[config.mk]
export PLATFORM = sky130hd
export DESIGN_NAME = multiturn_angle_and_velocity_unit
export DESIGN_NICKNAME = d
export VERILOG_FILES = /design/src/mavu_pkg.sv /design/src/multiturn_angle_and_velocity_unit.sv /design/src/mavu_ctrl.sv /design/src/mavu_dp.sv
export SDC_FILE = /design/constraint.sdc
export NUM_CORES = 1
export LEC_CHECK = 0
export ABC_AREA = 1
export BUFFER_PORTS_ARGS = -buffer_cell sky130_fd_sc_hd__buf_2
export CAP_MARGIN = 30
export CORE_ASPECT_RATIO = 0.75
export CORE_MARGIN = 5
export CORE_UTILIZATION = 60
export DETAILED_ROUTE_END_ITERATION = 10
export PLACE_DENSITY = 0.77
export SLEW_MARGIN = 20
export SYNTH_ARGS = -nofsm -noshare
export SYNTH_HDL_FRONTEND = slang
export SYNTH_SLANG_ARGS = --single-unit
[constraint.sdc]
create_clock -name clk_i -period 16 [get_ports clk_i]
set_input_delay 1.6 -clock clk_i [delete_from_list [all_inputs] [get_ports clk_i]]
set_output_delay 1.6 -clock clk_i [all_outputs]
set_load 0.02 [all_outputs]
[src/mavu_pkg.sv]
// ----------------------------------------------------------------------------
// mavu_pkg
// Shared constants, types and codes of the multi-turn angle and velocity unit.
// ----------------------------------------------------------------------------
`timescale 1ns / 1ps
`default_nettype none

package mavu_pkg;

  localparam int RAW_W    = 14;
  localparam int TIMER_W  = 16;
  localparam int TURN_W   = 18;
  localparam int ANGLE_W  = 32;
  localparam int DELTA_W  = ANGLE_W + 1;
  localparam int APB_DW   = 32;
  localparam int APB_AW   = 3;

  // counts per revolution
  localparam int COUNTS_PER_REV = 16384;

  localparam int US_W           = 20;
  localparam logic [US_W-1:0]    US_PER_S   = US_W'(1000000);
  localparam logic [TIMER_W-1:0] DEFAULT_DT = TIMER_W'(1000);
  localparam logic [RAW_W-1:0]   THRESH_RST = RAW_W'(13108);

  // split of |delta| for the two partial products
  localparam int LO_W     = 16;
  localparam int HI_W     = DELTA_W - LO_W;
  localparam int PP_LO_W  = LO_W + US_W;
  localparam int PP_HI_W  = HI_W + US_W;
  localparam int PROD_RAW = DELTA_W + US_W;

  // divider retires two quotient bits per cycle
  localparam int DIV_STEPS = (PROD_RAW + 1) / 2;
  localparam int PROD_W    = 2 * DIV_STEPS;
  localparam int CNT_W     = $clog2(DIV_STEPS);

  // register word indexes
  localparam logic [0:0] REG_WRAP_THRESHOLD = 1'b0;

  typedef enum logic [2:0] {
    ST_IDLE,
    ST_FULL,
    ST_DELTA,
    ST_ABS,
    ST_MUL_LO,
    ST_MUL_HI,
    ST_DIV,
    ST_SAT
  } mavu_state_e;

  typedef struct packed {
    logic load;
    logic calc_full;
    logic calc_delta;
    logic calc_abs;
    logic mul_lo;
    logic mul_hi;
    logic div_step;
    logic out_load;
  } mavu_cmd_t;

  typedef struct packed {
    logic div_last;
  } mavu_status_t;

endpackage

`default_nettype wire

[src/multiturn_angle_and_velocity_unit.sv]
// ----------------------------------------------------------------------------
// multiturn_angle_and_velocity_unit
// Unwraps a 14-bit absolute angle into a multi-turn count and estimates
// velocity in counts per second from a down-counting microsecond timer.
// ----------------------------------------------------------------------------
//  channel | direction | handshake             | payload
//  in      | sink      | in_valid_i/in_stall_o  | raw_angle_i, timer_count_i
//  out     | source    | out_valid_o/out_stall_i| full_angle_o, velocity_o
//  cfg     | APB slave | psel/penable/pready    | wrap_threshold at 0x0
//
//  An item runs the full, delta, abs, two multiply and divider steps
//  before the next accept; the divider is the two-bit-per-cycle restoring
//  divider over the 54-bit product. The result is loaded into the output
//  register in the step after the divider ends; a stall there holds the
//  sequencer in its last step, while a taken result lets a new beat in
//  right away. Reset clears the unwrap state and loads the threshold default.
// ----------------------------------------------------------------------------
`timescale 1ns / 1ps
`default_nettype none

module multiturn_angle_and_velocity_unit #(
  parameter int COUNTS_PER_REV = mavu_pkg::COUNTS_PER_REV
) (
  input  wire logic                           clk_i,
  input  wire logic                           rst_ni,
  input  wire logic                           in_valid_i,
  output logic                                in_stall_o,
  input  wire logic [mavu_pkg::RAW_W-1:0]     raw_angle_i,
  input  wire logic [mavu_pkg::TIMER_W-1:0]   timer_count_i,
  output logic                                out_valid_o,
  input  wire logic                           out_stall_i,
  output logic signed [mavu_pkg::ANGLE_W-1:0] full_angle_o,
  output logic signed [mavu_pkg::ANGLE_W-1:0] velocity_o,
  input  wire logic                           psel,
  input  wire logic                           penable,
  input  wire logic                           pwrite,
  input  wire logic [mavu_pkg::APB_AW-1:0]    paddr,
  input  wire logic [mavu_pkg::APB_DW-1:0]    pwdata,
  output logic [mavu_pkg::APB_DW-1:0]         prdata,
  output logic                                pready
);

  mavu_pkg::mavu_cmd_t    cmd;
  mavu_pkg::mavu_status_t status;
  logic                   thresh_we;
  logic                   sel_thresh;
  logic [mavu_pkg::RAW_W-1:0] wrap_threshold;

  assign pready     = 1'b1;
  assign sel_thresh = (paddr[2] == mavu_pkg::REG_WRAP_THRESHOLD);
  assign thresh_we  = psel && penable && pwrite && pready && sel_thresh;
  assign prdata     = sel_thresh ? mavu_pkg::APB_DW'(wrap_threshold) : '0;

  mavu_ctrl u_ctrl (
    .clk_i       (clk_i),
    .rst_ni      (rst_ni),
    .in_valid_i  (in_valid_i),
    .in_stall_o  (in_stall_o),
    .out_valid_o (out_valid_o),
    .out_stall_i (out_stall_i),
    .status_i    (status),
    .cmd_o       (cmd)
  );

  mavu_dp #(
    .COUNTS_PER_REV (COUNTS_PER_REV)
  ) u_dp (
    .clk_i            (clk_i),
    .rst_ni           (rst_ni),
    .cmd_i            (cmd),
    .status_o         (status),
    .raw_angle_i      (raw_angle_i),
    .timer_count_i    (timer_count_i),
    .thresh_we_i      (thresh_we),
    .thresh_wdata_i   (pwdata[mavu_pkg::RAW_W-1:0]),
    .wrap_threshold_o (wrap_threshold),
    .full_angle_o     (full_angle_o),
    .velocity_o       (velocity_o)
  );

endmodule

`default_nettype wire

[src/mavu_ctrl.sv]
// ----------------------------------------------------------------------------
// mavu_ctrl
// Sequencer: accepts a beat, walks the datapath steps, owns output valid.
// ----------------------------------------------------------------------------
`timescale 1ns / 1ps
`default_nettype none

module mavu_ctrl (
  input  wire logic                  clk_i,
  input  wire logic                  rst_ni,
  input  wire logic                  in_valid_i,
  output logic                       in_stall_o,
  output logic                       out_valid_o,
  input  wire logic                  out_stall_i,
  input  wire mavu_pkg::mavu_status_t status_i,
  output mavu_pkg::mavu_cmd_t        cmd_o
);

  mavu_pkg::mavu_state_e state_q, state_d;
  logic                  out_valid_q, out_valid_d;
  logic                  out_free;

  assign out_free   = !out_valid_q || !out_stall_i;
  assign in_stall_o = (state_q != mavu_pkg::ST_IDLE);
  assign out_valid_o = out_valid_q;

  always_ff @(posedge clk_i or negedge rst_ni) begin
    if (!rst_ni) begin
      state_q     <= mavu_pkg::ST_IDLE;
      out_valid_q <= 1'b0;
    end else begin
      state_q     <= state_d;
      out_valid_q <= out_valid_d;
    end
  end

  always_comb begin
    state_d = state_q;
    cmd_o   = '0;
    unique case (state_q)
      mavu_pkg::ST_IDLE: begin
        if (in_valid_i) begin
          cmd_o.load = 1'b1;
          state_d    = mavu_pkg::ST_FULL;
        end
      end
      mavu_pkg::ST_FULL: begin
        cmd_o.calc_full = 1'b1;
        state_d         = mavu_pkg::ST_DELTA;
      end
      mavu_pkg::ST_DELTA: begin
        cmd_o.calc_delta = 1'b1;
        state_d          = mavu_pkg::ST_ABS;
      end
      mavu_pkg::ST_ABS: begin
        cmd_o.calc_abs = 1'b1;
        state_d        = mavu_pkg::ST_MUL_LO;
      end
      mavu_pkg::ST_MUL_LO: begin
        cmd_o.mul_lo = 1'b1;
        state_d      = mavu_pkg::ST_MUL_HI;
      end
      mavu_pkg::ST_MUL_HI: begin
        cmd_o.mul_hi = 1'b1;
        state_d      = mavu_pkg::ST_DIV;
      end
      mavu_pkg::ST_DIV: begin
        cmd_o.div_step = 1'b1;
        if (status_i.div_last) begin
          state_d = mavu_pkg::ST_SAT;
        end
      end
      mavu_pkg::ST_SAT: begin
        // wait here while the previous result still sits in the output reg
        if (out_free) begin
          cmd_o.out_load = 1'b1;
          state_d        = mavu_pkg::ST_IDLE;
        end
      end
      default: begin
        state_d = mavu_pkg::ST_IDLE;
      end
    endcase
  end

  always_comb begin
    out_valid_d = out_valid_q;
    if (cmd_o.out_load) begin
      out_valid_d = 1'b1;
    end else if (out_valid_q && !out_stall_i) begin
      out_valid_d = 1'b0;
    end
  end

  // never overwrite a result that has not been taken
  a_no_overwrite: assert property (@(posedge clk_i) disable iff (!rst_ni)
    cmd_o.out_load |-> (!out_valid_q || !out_stall_i))
    else $error("output overwritten while stalled");

  a_load_starts: assert property (@(posedge clk_i) disable iff (!rst_ni)
    cmd_o.load |=> (state_q == mavu_pkg::ST_FULL) && in_stall_o)
    else $error("accepted beat did not start the sequence");

  a_div_follows_mul: assert property (@(posedge clk_i) disable iff (!rst_ni)
    (state_q == mavu_pkg::ST_MUL_HI) |=> (state_q == mavu_pkg::ST_DIV))
    else $error("divider did not start after product");

  a_one_cmd: assert property (@(posedge clk_i) disable iff (!rst_ni)
    $onehot0(cmd_o))
    else $error("more than one datapath command");

endmodule

`default_nettype wire

[src/mavu_dp.sv]
// ----------------------------------------------------------------------------
// mavu_dp
// Datapath: turn unwrap, elapsed time, full angle, product, divider, clamp.
// ----------------------------------------------------------------------------
`timescale 1ns / 1ps
`default_nettype none

module mavu_dp #(
  parameter int COUNTS_PER_REV = mavu_pkg::COUNTS_PER_REV
) (
  input  wire logic                           clk_i,
  input  wire logic                           rst_ni,
  input  wire mavu_pkg::mavu_cmd_t            cmd_i,
  output mavu_pkg::mavu_status_t              status_o,
  input  wire logic [mavu_pkg::RAW_W-1:0]     raw_angle_i,
  input  wire logic [mavu_pkg::TIMER_W-1:0]   timer_count_i,
  input  wire logic                           thresh_we_i,
  input  wire logic [mavu_pkg::RAW_W-1:0]     thresh_wdata_i,
  output logic [mavu_pkg::RAW_W-1:0]          wrap_threshold_o,
  output logic signed [mavu_pkg::ANGLE_W-1:0] full_angle_o,
  output logic signed [mavu_pkg::ANGLE_W-1:0] velocity_o
);

  localparam int RAW_W   = mavu_pkg::RAW_W;
  localparam int TIMER_W = mavu_pkg::TIMER_W;
  localparam int TURN_W  = mavu_pkg::TURN_W;
  localparam int ANGLE_W = mavu_pkg::ANGLE_W;
  localparam int DELTA_W = mavu_pkg::DELTA_W;
  localparam int PROD_W  = mavu_pkg::PROD_W;
  localparam int LO_W    = mavu_pkg::LO_W;
  localparam int CNT_W   = mavu_pkg::CNT_W;
  localparam logic [ANGLE_W-1:0] CPR_WORD = ANGLE_W'(COUNTS_PER_REV);
  localparam logic [CNT_W-1:0]   CNT_LAST = CNT_W'(mavu_pkg::DIV_STEPS - 1);
  localparam logic [PROD_W-1:0]  POS_MAX  = PROD_W'(64'h7FFF_FFFF);
  localparam logic [PROD_W-1:0]  NEG_MAX  = PROD_W'(64'h8000_0000);

  // configuration and unwrap state
  logic [RAW_W-1:0]   thresh_q;
  logic [RAW_W-1:0]   last_raw_q;
  logic [TURN_W-1:0]  turn_q, turn_d;
  logic [ANGLE_W-1:0] last_full_q;
  logic [TIMER_W-1:0] last_timer_q;

  // per-beat working registers
  logic [TIMER_W-1:0] dt_q, dt_d;
  logic [ANGLE_W-1:0] full_q;
  logic [DELTA_W-1:0] delta_q;
  logic               neg_q;
  logic [PROD_W-1:0]  quo_q;
  logic [TIMER_W-1:0] rem_q;
  logic [CNT_W-1:0]   cnt_q;
  logic signed [ANGLE_W-1:0] full_angle_q, velocity_q;

  // ---- unwrap and elapsed time, evaluated on the accepted beat ----
  logic [RAW_W:0]     jump;
  logic [RAW_W:0]     jump_mag;
  logic [TIMER_W-1:0] dt_raw;

  always_comb begin
    jump     = {1'b0, raw_angle_i} - {1'b0, last_raw_q};
    jump_mag = jump[RAW_W] ? (~jump + 1'b1) : jump;
    turn_d   = turn_q;
    if (jump_mag[RAW_W-1:0] >= thresh_q) begin
      if (!jump[RAW_W] && (jump != '0)) begin
        turn_d = turn_q - 1'b1;
      end else begin
        turn_d = turn_q + 1'b1;
      end
    end
    // down-counter: difference, or distance through the wrap
    if (timer_count_i < last_timer_q) begin
      dt_raw = last_timer_q - timer_count_i;
    end else begin
      dt_raw = {TIMER_W{1'b1}} - timer_count_i + last_timer_q;
    end
    dt_d = (dt_raw == '0) ? mavu_pkg::DEFAULT_DT : dt_raw;
  end

  // ---- full angle, delta, product ----
  logic [ANGLE_W-1:0] turns_ext;
  logic [ANGLE_W-1:0] full_calc;
  logic [DELTA_W-1:0] delta_calc;
  logic [mavu_pkg::PP_LO_W-1:0] pp_lo;
  logic [mavu_pkg::PP_HI_W-1:0] pp_hi;

  assign turns_ext  = ANGLE_W'($signed(turn_q));
  assign full_calc  = ANGLE_W'(turns_ext * CPR_WORD) + ANGLE_W'(last_raw_q);
  assign delta_calc = {full_q[ANGLE_W-1], full_q} - {last_full_q[ANGLE_W-1], last_full_q};
  assign pp_lo      = delta_q[LO_W-1:0] * mavu_pkg::US_PER_S;
  assign pp_hi      = delta_q[DELTA_W-1:LO_W] * mavu_pkg::US_PER_S;

  // ---- restoring divider, two bits per cycle ----
  logic [TIMER_W:0]   t1, t2;
  logic               ge1, ge2;
  logic [TIMER_W-1:0] r1, r2;

  always_comb begin
    t1  = {rem_q, quo_q[PROD_W-1]};
    ge1 = (t1 >= {1'b0, dt_q});
    r1  = ge1 ? TIMER_W'(t1 - {1'b0, dt_q}) : t1[TIMER_W-1:0];
    t2  = {r1, quo_q[PROD_W-2]};
    ge2 = (t2 >= {1'b0, dt_q});
    r2  = ge2 ? TIMER_W'(t2 - {1'b0, dt_q}) : t2[TIMER_W-1:0];
  end

  assign status_o.div_last = (cnt_q == CNT_LAST);

  // ---- clamp quotient magnitude to signed 32 bits ----
  logic [ANGLE_W-1:0] vel_sat;

  always_comb begin
    if (!neg_q) begin
      vel_sat = (quo_q > POS_MAX) ? POS_MAX[ANGLE_W-1:0] : quo_q[ANGLE_W-1:0];
    end else begin
      vel_sat = (quo_q > NEG_MAX) ? NEG_MAX[ANGLE_W-1:0] : (~quo_q[ANGLE_W-1:0] + 1'b1);
    end
  end

  always_ff @(posedge clk_i or negedge rst_ni) begin
    if (!rst_ni) begin
      thresh_q     <= mavu_pkg::THRESH_RST;
      last_raw_q   <= '0;
      turn_q       <= '0;
      last_full_q  <= '0;
      last_timer_q <= '0;
    end else begin
      if (thresh_we_i) begin
        thresh_q <= thresh_wdata_i;
      end
      if (cmd_i.load) begin
        last_raw_q   <= raw_angle_i;
        turn_q       <= turn_d;
        last_timer_q <= timer_count_i;
      end
      if (cmd_i.calc_delta) begin
        last_full_q <= full_q;
      end
    end
  end

  always_ff @(posedge clk_i) begin
    if (cmd_i.load) begin
      dt_q <= dt_d;
    end
    if (cmd_i.calc_full) begin
      full_q <= full_calc;
    end
    if (cmd_i.calc_delta) begin
      delta_q <= delta_calc;
      neg_q   <= delta_calc[DELTA_W-1];
    end
    if (cmd_i.calc_abs && neg_q) begin
      delta_q <= ~delta_q + 1'b1;
    end
    if (cmd_i.mul_lo) begin
      quo_q <= PROD_W'(pp_lo);
    end
    if (cmd_i.mul_hi) begin
      quo_q <= quo_q + PROD_W'({pp_hi, {LO_W{1'b0}}});
      rem_q <= '0;
      cnt_q <= '0;
    end
    if (cmd_i.div_step) begin
      quo_q <= {quo_q[PROD_W-3:0], ge1, ge2};
      rem_q <= r2;
      cnt_q <= cnt_q + 1'b1;
    end
    if (cmd_i.out_load) begin
      full_angle_q <= $signed(last_full_q);
      velocity_q   <= $signed(vel_sat);
    end
  end

  assign wrap_threshold_o = thresh_q;
  assign full_angle_o     = full_angle_q;
  assign velocity_o       = velocity_q;

endmodule

`default_nettype wire

==> run_results.csv <==
group,metric,value,unit
status,status,"completed",
synth,yosys.area.top_type,"edfxtp_1",
timing,relSlewSlack,0.330,
die,die_w,273,um
die,num_io_pins,171,
cts,clockRootBuffer,"clkbuf_16",
die,core_area,0.0514,mm^2
setup_path,critical_path_required,16320,ps
cts,cts_inserted_buffers,36,
synth,synth_cells,3876,
die,start_util,0.604,
global_routing,grt_pass1_wl,124,mm
setup_path,crit_arrival,7550,ps
synth,synth.ff_latch_count,319,
global_routing,track_usage,0.262,
timing,finalCritPeriodShare,0.452,
detailed_routing,antenna_left,0,
timing,tightest_slew,1000,ps
global_routing,grt-ovfl-total,0,
timing,finClkSkew,21.0,ps
synth,syn_avg_cell_area,8.02,um^2
cts,clk_transition_reported_paths,60,ps
cts,post_cts_buffers,0,
global_routing,grt_max_degree,66,
detailed_routing,drt-total-wl,74.8,mm
layout,final_net_count,4600,
setup_path,critical_path_class,"register to register",
cts,cts_resized,0,
layout,final_common_cell,"nand2_1",
cts,worstSkewPairLatency,560,ps
synth,synth-edff-count,221,
synth,yosysWarnings,0,
detailed_routing,drc,0,
place,gp_congestion,0.956,
die,dieHeight,207,um
detailed_routing,drtPass1Iterations,5,
setup_path,setup.worst_path.end_class,"register",
timing,setup_viol,0,
place,dpl.cell_count,4661,
hold_path,hp-class,"register to register",
layout,area_growth_syn_to_layout,8.17,%
global_routing,antenna_found_initial,8,
synth,yosysTopAreaCellShare,0.214,
hold_path,hold_depth,0,
synth,yosys-top-cells-area,"edfxtp_1 21%, ha_1 16%, nand2_1 9.6%, fa_1 7.9%, dfrtp_1 7.3%",
place,pre_cts_ws,8870,ps
timing,slew_violations,0,
setup_path,critPathMaxFanout,6,
synth,yosysUniqueCellTypes,65,
cts,cts_buffer_depth,3,
detailed_routing,dr_total_vias,25898,
timing,min_period,7230,ps
die,rows,72,
layout,fin_cells,4728,
timing,fmax,138,MHz
detailed_routing,avgRoutedWirePerCell,15.8,um
cts,htree_levels,2,
job,maxCapViolCount,0,
detailed_routing,viasPerCell,5.48,
synth,syn_area,0.0311,mm^2
detailed_routing,drt_iter0_drc,2418,
timing,grt_setup_unrepaired,"no",
layout,mostFrequentLayoutCells,"795 x nand2_1, 581 x inv_1, 408 x ha_1",
die,die_area,0.0565,mm^2
global_routing,grt_pass1_vias,24392,
place,hpwl,59.8,mm
synth,synthFlopType,"edfxtp_1",
layout,drive_gt1_frac,0.0701,
setup_path,start_kind,"register",
synth,ys_seq_area_frac,0.293,
timing,worst_slack,8770,ps
cts,hold_buffers,0,
synth,async_flop_share,0.307,
setup_path,rr_worst_depth,25,
cts,clock-sinks,319,
timing,hold_violations,0,
place,numPortBuffers,131,
cts,cts_tree,"yes",
timing,fin_tns_setup,0,ps
[path summary, 6_finish.rpt]
path / start / to / slack (ps)
max in group asynchronous: rst_ni / u_ctrl.state_q[2] / 13840
max: u_dp.delta_q[19] / u_dp.quo_q[50] / 8770
min: u_dp.last_full_q[8] / u_dp.full_angle_o[8] / 440
min reg2reg: u_dp.last_full_q[8] / u_dp.full_angle_o[8] / 440
max reg2reg: u_dp.delta_q[19] / u_dp.quo_q[50] / 8770
min in group asynchronous: rst_ni / u_dp.turn_q[14] / 1110
[area by class of cell]
class                           count  area, um^2
Clock buffer                       44         983
Inverter                          591        2220
Sequential cell                   319        9100
Tap cell                          703         880
Timing Repair Buffer              147         801
Clock inverter                     20         225
Antenna cell                        2        5.00
Multi-Input combinational cell   2902       19400
Fill cell                        4441       17800
[worst max-delay path, cell delays in order, from the launching register on]
cell and delay (ps):
edfxtp_1 580, inv_1 240, fa_1 540, fa_1 540, inv_1 60, fa_1 570, fa_1 430, ha_1 290
inv_1 50, fa_1 500, inv_1 40, ha_1 360, nand2_1 100, nand2_1 70, a31oi_1 130, o21ai_0 100
a21oi_1 300, o21ai_0 170, xor2_1 240, ha_1 340, a21oi_1 220, a21boi_0 380, o221ai_1 180, nor2_1 160
a21oi_1 80, o21ai_0 330
[routing by layer]
metal	vias up	global-route usage	part of all wire
li1	13119	-	-
met1	11948	0.410	0.49
met2	740	0.393	0.42
met3	79	0.0396	0.073
met4	12	0.0419	0.014
met5	-	0	0.0010
[registers in the layout, summed over array words and instances, names as in the netlist]
signal / flops
u_dp.rem_q: 16
u_dp.velocity_o: 32
u_dp.turn_q: 18
u_dp.full_angle_o: 32
u_dp.dt_q: 16
u_dp.last_raw_q: 14
u_dp.last_timer_q: 16
u_dp.neg_q: 1
u_ctrl.state_q: 3
u_dp.quo_q: 54
u_dp.full_q: 32
u_dp.delta_q: 33
u_dp.wrap_threshold_o: 14
u_ctrl.out_valid_o: 1
u_dp.cnt_q: 5
u_dp.last_full_q: 32
[kinds of logic after synthesis]
| group | share of synthesized area |
|---|---|
| other cells | 0.000242 |
| flops | 0.293 |
| xor+xnor | 0.0485 |
| mux | 0.000322 |
| simple gates | 0.196 |
| compound gates | 0.133 |
| fa+ha+maj | 0.244 |
| buf+inv | 0.0861 |
[Yosys cell counts, drive strengths merged (2+ instances only)]
cell type    n
a211oi       3
a21boi      13
a21o        20
a21oi      267
a221oi       7
a31o         4
a31oi       20
and2         4
buf         43
clkbuf      38
clkinv       2
conb         2
dfrtp       91
dfstp        7
edfxtp     221
fa         123
ha         408
inv        589
nand2      815
nand3      186
nand3b      12
nand4       41
nor2       310
nor3        46
nor4        15
o211ai       7
o21a         9
o21ai      306
o21bai      38
o221ai      11
o22ai       13
o31ai       10
or2         16
xnor2       54
xor2       118
[stage by stage]
stage / instance area (um^2) / hold WS [ps] / utilization
final: 33600 / 443 / 0.653
after global routing: 33600 / 453 / 0.653
after CTS: 33600 / 443 / 0.653
after detailed placement: 32400 / 432 / 0.629
after global placement: 32300 / 429 / 0.629
after floorplan: 31100 / 425 / -
Power is not shown: default switching activity piles up to over one toggle a cycle in this logic, so the estimate is an artifact.
